--- src/sv/line_sensor_centroid_unit_macros.svh ---
// assertion macros used by the line sensor centroid unit datapath
`ifndef LINE_SENSOR_CENTROID_UNIT_MACROS_SVH
`define LINE_SENSOR_CENTROID_UNIT_MACROS_SVH

// clocked check, off while in reset
`define LSC_ASSERT(lbl, prop, msg) \
	lbl: assert property (@(posedge clk) disable iff (!arst_n) (prop)) else $error(msg);

// clocked implication check
`define LSC_ASSERT_IMP(lbl, ante, cons, msg) \
	`LSC_ASSERT(lbl, (ante) |-> (cons), msg)

`endif

--- src/sv/lsc_pkg.sv ---
// shared constants, types and microcode table of the line sensor centroid unit
package lsc_pkg;

	localparam int SENSOR_COUNT = 8;

	localparam int SAMPLE_W = 8;
	localparam int CFG_W    = 8;
	localparam int POS_W    = 16;
	localparam int DARK_W   = 17;
	localparam int QUO_W    = 16;
	localparam int CNT_W    = 4;

	localparam int SLOT_W   = $clog2(SENSOR_COUNT);
	localparam int WT_W     = SLOT_W + 1;
	localparam int LEVEL_W  = $clog2(SENSOR_COUNT * 65536 + 1);
	localparam int WEIGHT_W = $clog2(65536 * SENSOR_COUNT * (SENSOR_COUNT + 1) / 2 + 1);
	localparam int DIV_W    = $clog2((SENSOR_COUNT - 1) * SENSOR_COUNT * 65536 + 1);
	localparam int REM_W    = DIV_W + 1;
	localparam int NUM_W    = DIV_W + 3;

	localparam logic [DARK_W-1:0] DARK_ONE  = DARK_W'(65536);
	localparam logic [POS_W-1:0]  POS_ONE   = POS_W'(16384);
	localparam logic [CNT_W-1:0]  STEP_LAST = CNT_W'(15);

	localparam logic [CFG_W-1:0] FLOOR_RESET   = CFG_W'(10);
	localparam logic [CFG_W-1:0] CEILING_RESET = CFG_W'(100);

	typedef enum logic {
		REG_FLOOR   = 1'b0,
		REG_CEILING = 1'b1
	} reg_index_t;

	typedef enum logic [2:0] {
		OP_WAIT,
		OP_DLOAD,
		OP_DSTEP,
		OP_ACC,
		OP_PREP,
		OP_PLOAD,
		OP_OUT
	} op_t;

	typedef enum logic [2:0] {
		C_NONE,
		C_IDLE,
		C_CNT,
		C_NOTLAST,
		C_LOST,
		C_ALWAYS
	} cond_t;

	localparam int PC_W = 3;
	typedef logic [PC_W-1:0] pc_t;

	localparam pc_t PC_WAIT   = PC_W'(0);
	localparam pc_t PC_DLOAD  = PC_W'(1);
	localparam pc_t PC_DSTEP  = PC_W'(2);
	localparam pc_t PC_ACC    = PC_W'(3);
	localparam pc_t PC_PREP   = PC_W'(4);
	localparam pc_t PC_PLOAD  = PC_W'(5);
	localparam pc_t PC_PSTEP  = PC_W'(6);
	localparam pc_t PC_OUT    = PC_W'(7);

	typedef struct packed {
		op_t   op;
		cond_t cond;
		pc_t   target;
	} uword_t;

	typedef struct packed {
		op_t  op;
		logic take;
	} ctrl_t;

	typedef struct packed {
		logic cnt_nz;
		logic last;
		logic lost;
	} status_t;

	function automatic uword_t ucode(pc_t pc);
		uword_t w;
		case (pc)
			PC_WAIT:  w = '{op: OP_WAIT,  cond: C_IDLE,    target: PC_WAIT};
			PC_DLOAD: w = '{op: OP_DLOAD, cond: C_NONE,    target: PC_WAIT};
			PC_DSTEP: w = '{op: OP_DSTEP, cond: C_CNT,     target: PC_DSTEP};
			PC_ACC:   w = '{op: OP_ACC,   cond: C_NOTLAST, target: PC_WAIT};
			PC_PREP:  w = '{op: OP_PREP,  cond: C_NONE,    target: PC_WAIT};
			PC_PLOAD: w = '{op: OP_PLOAD, cond: C_LOST,    target: PC_OUT};
			PC_PSTEP: w = '{op: OP_DSTEP, cond: C_CNT,     target: PC_PSTEP};
			PC_OUT:   w = '{op: OP_OUT,   cond: C_ALWAYS,  target: PC_WAIT};
			default:  w = '{op: OP_WAIT,  cond: C_ALWAYS,  target: PC_WAIT};
		endcase
		return w;
	endfunction

endpackage

--- src/sv/line_sensor_centroid_unit.sv ---
// top level of the line sensor centroid unit: configuration registers, sequencer, datapath
//
// Takes one 8-bit sample per request, in sensor order, and after every eighth sample
// gives one result: the line position in signed Q2.14 (+1.0 at the first sensor, -1.0
// at the last) and line_lost when no sensor saw any darkness. A request is taken when
// start is high and busy is low; busy then stays high through the divider load, the
// divide steps and the accumulate step, as the shared 16-step restoring divider forms
// each normalized darkness one quotient bit per cycle. After the last sample of a scan
// the same divider forms the position in the prepare, load, divide (skipped when the
// line is lost) and output steps; done pulses for one cycle, and busy stays high until
// that cycle. The result on position and line_lost holds from done to the next and
// cannot be held off. The user must write dark_floor and dark_ceiling through write_en,
// reg_index and write_data while idle; the block itself does not enforce this.
module line_sensor_centroid_unit import lsc_pkg::*; (
	input  logic                     clk,
	input  logic                     arst_n,
	input  logic                     start,
	output logic                     busy,
	input  logic [SAMPLE_W-1:0]      sample,
	output logic signed [POS_W-1:0]  position,
	output logic                     line_lost,
	output logic                     done,
	input  logic                     write_en,
	input  logic                     reg_index,
	input  logic [CFG_W-1:0]         write_data
);

	logic [CFG_W-1:0] dark_floor_q;
	logic [CFG_W-1:0] dark_ceiling_q;
	ctrl_t            ctrl;
	status_t          stat;

	always_ff @(posedge clk or negedge arst_n) begin
		if (!arst_n) begin
			dark_floor_q   <= FLOOR_RESET;
			dark_ceiling_q <= CEILING_RESET;
		end else if (write_en) begin
			case (reg_index_t'(reg_index))
				REG_FLOOR:   dark_floor_q   <= write_data;
				REG_CEILING: dark_ceiling_q <= write_data;
				default: begin
				end
			endcase
		end
	end

	lsc_seq u_seq (
		.clk    (clk),
		.arst_n (arst_n),
		.start  (start),
		.stat   (stat),
		.ctrl   (ctrl),
		.busy   (busy)
	);

	lsc_datapath u_datapath (
		.clk          (clk),
		.arst_n       (arst_n),
		.ctrl         (ctrl),
		.sample       (sample),
		.dark_floor   (dark_floor_q),
		.dark_ceiling (dark_ceiling_q),
		.stat         (stat),
		.position     (position),
		.line_lost    (line_lost),
		.done         (done)
	);

endmodule

--- src/sv/lsc_seq.sv ---
// microcode sequencer: step counter, control word fetch and conditional jumps
module lsc_seq import lsc_pkg::*; (
	input  logic    clk,
	input  logic    arst_n,
	input  logic    start,
	input  status_t stat,
	output ctrl_t   ctrl,
	output logic    busy
);

	pc_t    pc_q;
	uword_t uw;
	logic   jump;

	assign uw = ucode(pc_q);

	always_comb begin
		case (uw.cond)
			C_NONE:    jump = 1'b0;
			C_IDLE:    jump = !start;
			C_CNT:     jump = stat.cnt_nz;
			C_NOTLAST: jump = !stat.last;
			C_LOST:    jump = stat.lost;
			C_ALWAYS:  jump = 1'b1;
			default:   jump = 1'b1;
		endcase
	end

	always_ff @(posedge clk or negedge arst_n) begin
		if (!arst_n) begin
			pc_q <= PC_WAIT;
		end else begin
			pc_q <= jump ? uw.target : pc_q + PC_W'(1);
		end
	end

	assign ctrl.op   = uw.op;
	assign ctrl.take = (uw.op == OP_WAIT) && start;
	assign busy      = (uw.op != OP_WAIT);

endmodule

--- src/sv/lsc_datapath.sv ---
// datapath: shared restoring divider, darkness accumulators and position result
module lsc_datapath import lsc_pkg::*; (
	input  logic                     clk,
	input  logic                     arst_n,
	input  ctrl_t                    ctrl,
	input  logic [SAMPLE_W-1:0]      sample,
	input  logic [CFG_W-1:0]         dark_floor,
	input  logic [CFG_W-1:0]         dark_ceiling,
	output status_t                  stat,
	output logic signed [POS_W-1:0]  position,
	output logic                     line_lost,
	output logic                     done
);

	`include "line_sensor_centroid_unit_macros.svh"

	logic [SAMPLE_W-1:0]     sample_q;
	logic [REM_W-1:0]        rem_q;
	logic [DIV_W-1:0]        div_q;
	logic [QUO_W-1:0]        quo_q;
	logic [CNT_W-1:0]        cnt_q;
	logic [SLOT_W-1:0]       slot_q;
	logic [LEVEL_W-1:0]      level_q;
	logic [WEIGHT_W-1:0]     weight_q;
	logic [NUM_W-1:0]        num_q;
	logic [DIV_W-1:0]        den_q;
	logic                    neg_q;
	logic                    lost_q;
	logic [POS_W-1:0]        position_q;
	logic                    line_lost_q;
	logic                    done_q;

	logic                    span_bad;
	logic [CFG_W-1:0]        span;
	logic                    sat;
	logic [REM_W-1:0]        div_ext;
	logic                    rem_ge;
	logic [REM_W-1:0]        rem_sel;
	logic [DARK_W-1:0]       dark;
	logic [WT_W-1:0]         wt;
	logic [DARK_W+WT_W-1:0]  prod;
	logic                    last;
	logic [NUM_W-1:0]        mag;
	logic [QUO_W:0]          rnd;
	logic [POS_W-1:0]        mag_pos;
	logic [POS_W-1:0]        pos_val;
	logic                    pos_ok;

	// span of zero or below means full darkness on every sensor
	assign span_bad = (dark_ceiling <= dark_floor);
	assign span     = dark_ceiling - dark_floor;
	assign sat      = (sample_q >= span);

	// one restoring step: compare, subtract, shift
	assign div_ext = REM_W'(div_q);
	assign rem_ge  = (rem_q >= div_ext);
	assign rem_sel = rem_ge ? (rem_q - div_ext) : rem_q;

	always_comb begin
		if (span_bad) begin
			dark = DARK_ONE;
		end else if (sat) begin
			dark = '0;
		end else begin
			dark = DARK_ONE - DARK_W'(quo_q);
		end
	end

	assign wt   = WT_W'(slot_q) + WT_W'(1);
	assign prod = (DARK_W+WT_W)'(dark) * (DARK_W+WT_W)'(wt);
	assign last = (slot_q == SLOT_W'(SENSOR_COUNT - 1));

	assign mag = num_q[NUM_W-1] ? (~num_q + NUM_W'(1)) : num_q;

	// quotient holds twice the result, so the low bit rounds half away from zero
	assign rnd     = ({1'b0, quo_q} + (QUO_W+1)'(1)) >> 1;
	assign mag_pos = (rnd > (QUO_W+1)'(POS_ONE)) ? POS_ONE : POS_W'(rnd);
	assign pos_val = neg_q ? (~mag_pos + POS_W'(1)) : mag_pos;

	assign pos_ok = ($signed(position_q) <= $signed(POS_ONE))
		&& ($signed(position_q) >= -$signed(POS_ONE));

	assign stat.cnt_nz = (cnt_q != '0);
	assign stat.last   = last;
	assign stat.lost   = (level_q == '0);

	always_ff @(posedge clk or negedge arst_n) begin
		if (!arst_n) begin
			slot_q   <= '0;
			level_q  <= '0;
			weight_q <= '0;
			done_q   <= 1'b0;
		end else begin
			done_q <= 1'b0;
			case (ctrl.op)
				OP_ACC: begin
					level_q  <= level_q + LEVEL_W'(dark);
					weight_q <= weight_q + WEIGHT_W'(prod);
					if (!last) begin
						slot_q <= slot_q + SLOT_W'(1);
					end
				end
				OP_OUT: begin
					level_q  <= '0;
					weight_q <= '0;
					slot_q   <= '0;
					done_q   <= 1'b1;
				end
				default: begin
				end
			endcase
		end
	end

	always_ff @(posedge clk) begin
		case (ctrl.op)
			OP_WAIT: begin
				if (ctrl.take) begin
					sample_q <= sample;
				end
			end
			OP_DLOAD: begin
				rem_q <= REM_W'({sample_q, 1'b0});
				div_q <= DIV_W'(span);
				quo_q <= '0;
				cnt_q <= STEP_LAST;
			end
			OP_DSTEP: begin
				rem_q <= {rem_sel[REM_W-2:0], 1'b0};
				quo_q <= {quo_q[QUO_W-2:0], rem_ge};
				cnt_q <= cnt_q - CNT_W'(1);
			end
			OP_PREP: begin
				num_q <= NUM_W'(level_q) * NUM_W'(SENSOR_COUNT + 1)
					- (NUM_W'(weight_q) << 1);
				den_q <= DIV_W'(level_q) * DIV_W'(SENSOR_COUNT - 1);
			end
			OP_PLOAD: begin
				neg_q  <= num_q[NUM_W-1];
				lost_q <= (level_q == '0);
				rem_q  <= REM_W'(mag);
				div_q  <= den_q;
				quo_q  <= '0;
				cnt_q  <= STEP_LAST;
			end
			OP_OUT: begin
				position_q  <= lost_q ? '0 : pos_val;
				line_lost_q <= lost_q;
			end
			default: begin
			end
		endcase
	end

	assign position  = $signed(position_q);
	assign line_lost = line_lost_q;
	assign done      = done_q;

	`LSC_ASSERT_IMP(a_done_single, done_q, ##1 !done_q, "result strobe longer than one cycle")
	`LSC_ASSERT_IMP(a_lost_zero, done_q && line_lost_q, position_q == '0, "lost line, position set")
	`LSC_ASSERT_IMP(a_pos_range, done_q && !line_lost_q, pos_ok, "position out of range")
	`LSC_ASSERT(a_slot_range, slot_q <= SLOT_W'(SENSOR_COUNT - 1), "slot count past last sensor")

endmodule

--- config.mk ---
export PLATFORM = sky130hd
export DESIGN_NAME = line_sensor_centroid_unit
export DESIGN_NICKNAME = d
export VERILOG_FILES = /design/src/sv/lsc_pkg.sv /design/src/sv/line_sensor_centroid_unit.sv /design/src/sv/lsc_seq.sv /design/src/sv/lsc_datapath.sv
export VERILOG_INCLUDE_DIRS = /design/src /design/src/sv
export SDC_FILE = /design/constraint.sdc
export NUM_CORES = 1
export LEC_CHECK = 0
export BUFFER_PORTS_ARGS = -buffer_cell sky130_fd_sc_hd__buf_2
export CAP_MARGIN = 20
export CORE_MARGIN = 5
export CORE_UTILIZATION = 60
export DETAILED_ROUTE_END_ITERATION = 10
export PLACE_DENSITY_LB_ADDON = 0.1
export RECOVER_POWER = 25
export SETUP_SLACK_MARGIN = 0.2
export SLEW_MARGIN = 10
export SYNTH_ARGS = -nofsm -noshare
export SYNTH_HDL_FRONTEND = slang
export SYNTH_HIERARCHICAL = 1
export SYNTH_SLANG_ARGS = --single-unit
--- constraint.sdc ---
create_clock -name clk -period 8.6 [get_ports clk]
set_input_delay 1.29 -clock clk [delete_from_list [all_inputs] [get_ports clk]]
set_output_delay 1.29 -clock clk [all_outputs]
set_load 0.05 [all_outputs]
==> results of run 1 <==
==> cell families (layout without fill, tap and decap cells) <==
kind of cell,count (synthesis),after routing,synth area share (%)
buffers and inverters,334,362,7.08
and+or+nand+nor,562,562,15.9
xor gates and xnor gates,139,139,6.62
DFF,202,202,31.2
AOI/OAI and AO/OA,377,377,13.4
adders and majority gates,284,284,22.9
muxes,45,45,2.75
==> area by class of cell <==
cell class	count	area share, %
flip-flops and latches	202	29.0
inverters	265	5.03
clock buffers	28	3.27
multi-input cells	1407	57.3
well taps	396	2.50
repair buffers	51	1.40
clock inverters	18	1.42
==> per-stage QoR <==
stage / cells / cell area [um^2]
after floorplan: 1943 / 18400
after global placement: 2321 / 18900
after detailed placement: 2321 / 18900
after CTS: 2367 / 19800
after global routing: 2367 / 19800
final: 2367 / 19800
==> critical path, delay by kind of cell (launching register included) <==
family | cells | cell delay (ps)
compound gates | 9 | 1870
xor+xnor | 1 | 190
fa+ha+maj | 6 | 2360
buf+inv | 4 | 520
flops | 1 | 530
simple gates | 8 | 2020
==> synth_stat cells, drive strengths merged (23+ instances only) <==
master,instances
a21o,39
a21oi,83
and3,42
clkbuf,48
dfrtp,60
edfxtp,137
fa,89
ha,195
inv,264
mux2i,27
nand2,150
nand3,30
nand4,23
nor2,96
nor3,76
o21a,23
o21ai,93
xnor2,85
xor2,54
==> per-layer routing <==
layer / wire (um) / up-vias / global-route usage (%) / share of wire [%]
met5: 0 / - / 0 / 0
met3: 2750 / 70 / 3.73 / 6.2
met4: 1370 / 0 / 7.69 / 3.1
met1: 19800 / 6898 / 36.5 / 45
li1: - / 6848 / - / -
met2: 20100 / 468 / 41.2 / 46
==> cell usage in the layout (no fill, tap or decap), types with 73 or more instances in the layout <==
master / Yosys / routed
nand2_1: 149 / 150
edfxtp_1: 137 / 137
inv_1: 264 / 264
nor2_1: 95 / 94
o21ai_0: 90 / 90
xnor2_1: 85 / 85
ha_1: 195 / 195
a21oi_1: 82 / 83
nor3_1: 74 / 73
fa_1: 89 / 89
==> path summary, 6_finish.rpt <==
check,startpoint,endpoint,cells past startpoint
hold / removal,u_datapath/weight_q[6]$_DFFE_PN0P_,u_datapath/weight_q[6]$_DFFE_PN0P_,2
setup / recovery,dark_floor_q[1]$_DFFE_PN1P_,u_datapath/weight_q[18]$_DFFE_PN0P_,28
min in group asynchronous,arst_n,dark_floor_q[0]$_DFFE_PN0P_,2
max in group asynchronous,arst_n,u_datapath/weight_q[6]$_DFFE_PN0P_,2
hold reg to reg,u_datapath/weight_q[6]$_DFFE_PN0P_,u_datapath/weight_q[6]$_DFFE_PN0P_,2
setup reg to reg,dark_floor_q[1]$_DFFE_PN1P_,u_datapath/weight_q[18]$_DFFE_PN0P_,28
==> flip-flops by register name, summed over array words and instances, names as in the netlist, 4 cells and up <==
register and cells:
u_datapath/num_q 24, u_datapath/rem_q 23, u_datapath/div_q 22, u_datapath/weight_q 22, u_datapath/den_q 21, u_datapath/level_q 20
u_datapath/position 16, u_datapath/quo_q 16, dark_ceiling_q 8, dark_floor_q 8, u_datapath/sample_q 8, u_datapath/cnt_q 4
==> results.py, run 1 <==
metrics = {
    "final_layout": {
        "area_growth_pct": 7.58,
        "fillers": 2553,
        "seq_area_mm2": 0.00575,
        "nNetsFinal": 2257,
        "fin_util_pct": 65.0,
        "drive_gt1_share_pct": 7.05,
        "multi_input_area_mm2": 0.0113,
        "diodes": 0,
    },
    "worst_setup_path": {
        "cp.arrival_ps": 8020,
        "worst_path_max_delay_cell": "nor3_2",
        "reg2reg_slack_ps": 990,
        "start_kind": "flip-flop",
        "critical_path_class": "reg2reg",
        "cp-end-kind": "flip-flop",
        "required_ps": 9010,
        "crit_fanout": 18,
        "slowest_delay_ps": 680,
    },
    "drt": {
        "first_pass_iters": 7,
        "antenna_left": 0,
        "routedWlPerCell_um": 18.6,
        "drc": 0,
        "dr_total_vias": 14300,
        "drt-total-wl_mm": 44.0,
        "via_per_inst": 6.03,
        "drt_iter0_markers": 1213,
    },
    "yosys": {
        "synth.distinct_cells": 88,
        "yosys.area.top_type": "edfxtp_1",
        "syn_area_per_cell_um2": 9.47,
        "seq_area_frac_synth_pct": 31.2,
        "netlist.area_leader.share_pct": 22.4,
        "synthArstFlopShare_pct": 32.2,
        "synth_edf_count": 137,
        "synth_area_leaders": "edfxtp_1 (22%), ha_1 (13%), fa_1 (9.7%), dfrtp_1 (8.2%), inv_1 (5.4%)",
        "syn_nets": 2248,
        "syn-cell-area_mm2": 0.0184,
        "yosysWarnings": 6,
        "ys_ff_latch": 202,
        "synth_ff_type": "edfxtp_1",
        "netlist_instances": 1943,
    },
    "floorplan": {
        "coreArea_mm2": 0.0304,
        "rows": 64,
        "die_h_um": 185,
        "initial_core_util_pct": 60.5,
        "die_area_mm2": 0.0343,
        "die_w_um": 185,
        "pin_count": 40,
    },
    "cts": {
        "clockRootBuffer": "clkbuf_16",
        "cts_tree": "yes",
        "ctsResizeCount": 0,
        "h-tree-depth": 1,
        "clockBufferDepth": 3,
        "cts.clk_slew.worst_paths_ps": 60,
        "cts_setup_buffers": 0,
        "hold_buffers": 0,
        "cts_inserted_buffers": 25,
        "cts_sinks": 202,
        "worstSkewPairLatency_ps": 540,
    },
    "placement": {
        "dp_slack_ps": 1190,
        "dp_hpwl_mm": 33.7,
        "gp_congestion": 0.889,
        "portBuffers": 39,
    },
    "status": {
        "violations": "capacitance limit, slew limit",
        "status": "finished, violations left",
    },
    "timing": {
        "final-hold-violation-count": 0,
        "tightest_slew_ps": 3790,
        "rsz0062_at_grt": "no",
        "holdWs_ps": 477,
        "fmax_mhz": 131,
        "setup_violations": 0,
        "fin_setup_tns_ps": 0,
        "clock-skew-final_ps": 15.4,
        "relSlewSlack_pct": -153,
        "fin_crit_sh_pct": 88.5,
        "setup_slack_ps": 992,
        "slew_viol_final": 66,
        "min_period_ps": 7610,
    },
    "global_routing": {
        "overflow": 0,
        "grt_pass1_wl_mm": 71.4,
        "grt_antenna_before_repair": 1,
        "grt_pass1_vias": 13800,
        "grtUsageTotal_pct": 25.7,
        "grt_max_degree": 66,
    },
    "run": {
        "maxCapViolCount": 1,
    },
    "min_path": {
        "hold_class": "reg2reg",
    },
}
Power of run 1 is left out: the tool's default activity adds up to more than one toggle a clock period on the data nets, which glitch-free logic cannot reach.
==> run 2, diff against run 1 <==
--- a/config.mk
+++ b/config.mk
@@ -11,6 +11,7 @@
 export CORE_MARGIN = 5
 export CORE_UTILIZATION = 60
 export DETAILED_ROUTE_END_ITERATION = 10
+export MAX_ROUTING_LAYER = met4
 export PLACE_DENSITY_LB_ADDON = 0.1
 export RECOVER_POWER = 25
 export SETUP_SLACK_MARGIN = 0.2
==> results.py, run 2 (synthesized netlist as in run 1, its figures left out) <==
metrics = {
    "worst_setup_path": {
        "rr_worst_depth": 28,
        "startpoint": "dark_floor_q[1]$_DFFE_PN1P_",
        "crit_fanout": 16,
        "worst_path_max_delay_cell": "nor3_2",
        "crit_end": "u_datapath/weight_q[18]$_DFFE_PN0P_",
        "cp-end-kind": "flip-flop",
        "r2r_end": "u_datapath/weight_q[18]$_DFFE_PN0P_",
        "slowest_delay_ps": 860,
        "r2r-start": "dark_floor_q[1]$_DFFE_PN1P_",
        "reg2reg_slack_ps": 790,
        "cp.arrival_ps": 8210,
        "required_ps": 9010,
        "critical_path_class": "reg2reg",
        "start_kind": "flip-flop",
    },
    "timing": {
        "fin_setup_tns_ps": 0,
        "slew_viol_final": 66,
        "fmax_mhz": 128,
        "tightest_slew_ps": 3890,
        "relSlewSlack_pct": -160,
        "setup_violations": 0,
        "final-hold-violation-count": 0,
        "fin_crit_sh_pct": 90.8,
        "rsz0062_at_grt": "no",
        "min_period_ps": 7810,
        "clock-skew-final_ps": 12.1,
    },
    "status": {
        "violations": "capacitance limit, slew limit",
        "status": "finished, violations left",
    },
    "placement": {
        "dp_cells": 2322,
        "dp_hpwl_mm": 33.5,
        "portBuffers": 39,
        "gp_congestion": 0.912,
    },
    "cts": {
        "cts_setup_buffers": 0,
        "ctsResizeCount": 0,
        "cts_inserted_buffers": 24,
        "cts.clk_slew.worst_paths_ps": 60,
        "cts_tree": "yes",
        "clockRootBuffer": "clkbuf_16",
        "worstSkewPairLatency_ps": 520,
        "hold_buffers": 0,
        "cts_sinks": 202,
        "clockBufferDepth": 3,
        "h-tree-depth": 1,
    },
    "floorplan": {
        "coreArea_mm2": 0.0304,
        "pin_count": 40,
        "initial_core_util_pct": 60.5,
        "rows": 64,
        "die_area_mm2": 0.0343,
        "die_h_um": 185,
        "die_w_um": 185,
    },
    "drt": {
        "first_pass_iters": 5,
        "drt_iter0_markers": 1386,
        "antenna_left": 0,
        "drc": 0,
        "dr_total_vias": 14300,
        "drt-total-wl_mm": 44.0,
        "routedWlPerCell_um": 18.6,
        "via_per_inst": 6.04,
    },
    "global_routing": {
        "grt_pass1_wl_mm": 71.6,
        "grt_max_degree": 66,
        "grtUsageTotal_pct": 26.5,
        "grt_pass1_vias": 13800,
        "grt_antenna_before_repair": 0,
        "overflow": 0,
    },
    "final_layout": {
        "drive_gt1_share_pct": 6.75,
        "area_growth_pct": 6.84,
        "nNetsFinal": 2257,
        "fin_util_pct": 64.6,
        "layout_commonest_cell": "inv_1",
        "final_cell_mix": "inv_1 (264), ha_1 (195), nand2_1 (150), edfxtp_1 (137), nor2_1 (94)",
        "top_regs": "u_datapath/num_q: 24 flops, u_datapath/rem_q: 23 flops",
        "fillers": 2563,
        "top_register": "u_datapath/num_q",
        "stdcell_count": 2365,
        "largest_register_ffs": 24,
        "diodes": 0,
    },
    "run": {
        "maxCapViolCount": 1,
    },
    "min_path": {
        "hold_class": "reg2reg",
    },
}
[run 2: changes by cell type in the layout (fill, tap and decap cells not counted), moves of 2 or more]
cell	before	now
inv_6	3	1
bufinv_16	7	2
mux2_1	2	4
clkinv_4	0	5
mux2_2	14	12
[run 2: area by class of cell]
type	instances	area (um^2)	area share [%]
Sequential cell	202	5750	29.2
Clock inverter	15	149	0.758
Multi-Input combinational cell	1407	11300	57.7
Timing Repair Buffer	52	285	1.45
Tap cell	396	495	2.52
Clock buffer	28	637	3.24
Inverter	265	995	5.06
[run 2: how the worst min path moves through the flow]
stage / startpoint / to / slack [ps] / cells past startpoint
after global placement: u_datapath/weight_q[19]$_DFFE_PN0P_ / u_datapath/weight_q[19]$_DFFE_PN0P_ / 460 / 2
after CTS: u_datapath/weight_q[2]$_DFFE_PN0P_ / u_datapath/weight_q[2]$_DFFE_PN0P_ / 480 / 2
after detailed placement: u_datapath/weight_q[12]$_DFFE_PN0P_ / u_datapath/weight_q[12]$_DFFE_PN0P_ / 470 / 2
final: u_datapath/weight_q[14]$_DFFE_PN0P_ / u_datapath/weight_q[14]$_DFFE_PN0P_ / 480 / 2
after global routing: u_datapath/weight_q[14]$_DFFE_PN0P_ / u_datapath/weight_q[14]$_DFFE_PN0P_ / 500 / 2
after floorplan: u_datapath/lost_q$_DFFE_PP_ / u_datapath/line_lost$_DFFE_PP_ / 420 / 0
[run 2: worst max-delay path, delay by kind of cell, from the launching register on]
family          cells  cell delay [ps]
compound gates      9             1920
xor+xnor            1              170
fa+ha+maj           6             2330
buf+inv             4              510
flops               1              520
simple gates        8             2220
[run 2: stage by stage]
step	instance area, um^2	worst slack [ps]	hold slack [ps]
global route	19700	223	500
floorplan	18400	1870	424
detailed placement	18900	1010	471
CTS	19700	948	485
finish	19700	792	478
global placement	18900	1270	464
[run 2: layer usage]
metal	global-route usage [%]	vias up	wire length (um)
met5	-	-	0
met4	6.49	0	1090
met3	4.08	58	2840
met2	42.2	428	20500
met1	36.2	6960	19600
li1	-	6835	-
Power of run 2 is left out for the same reason.
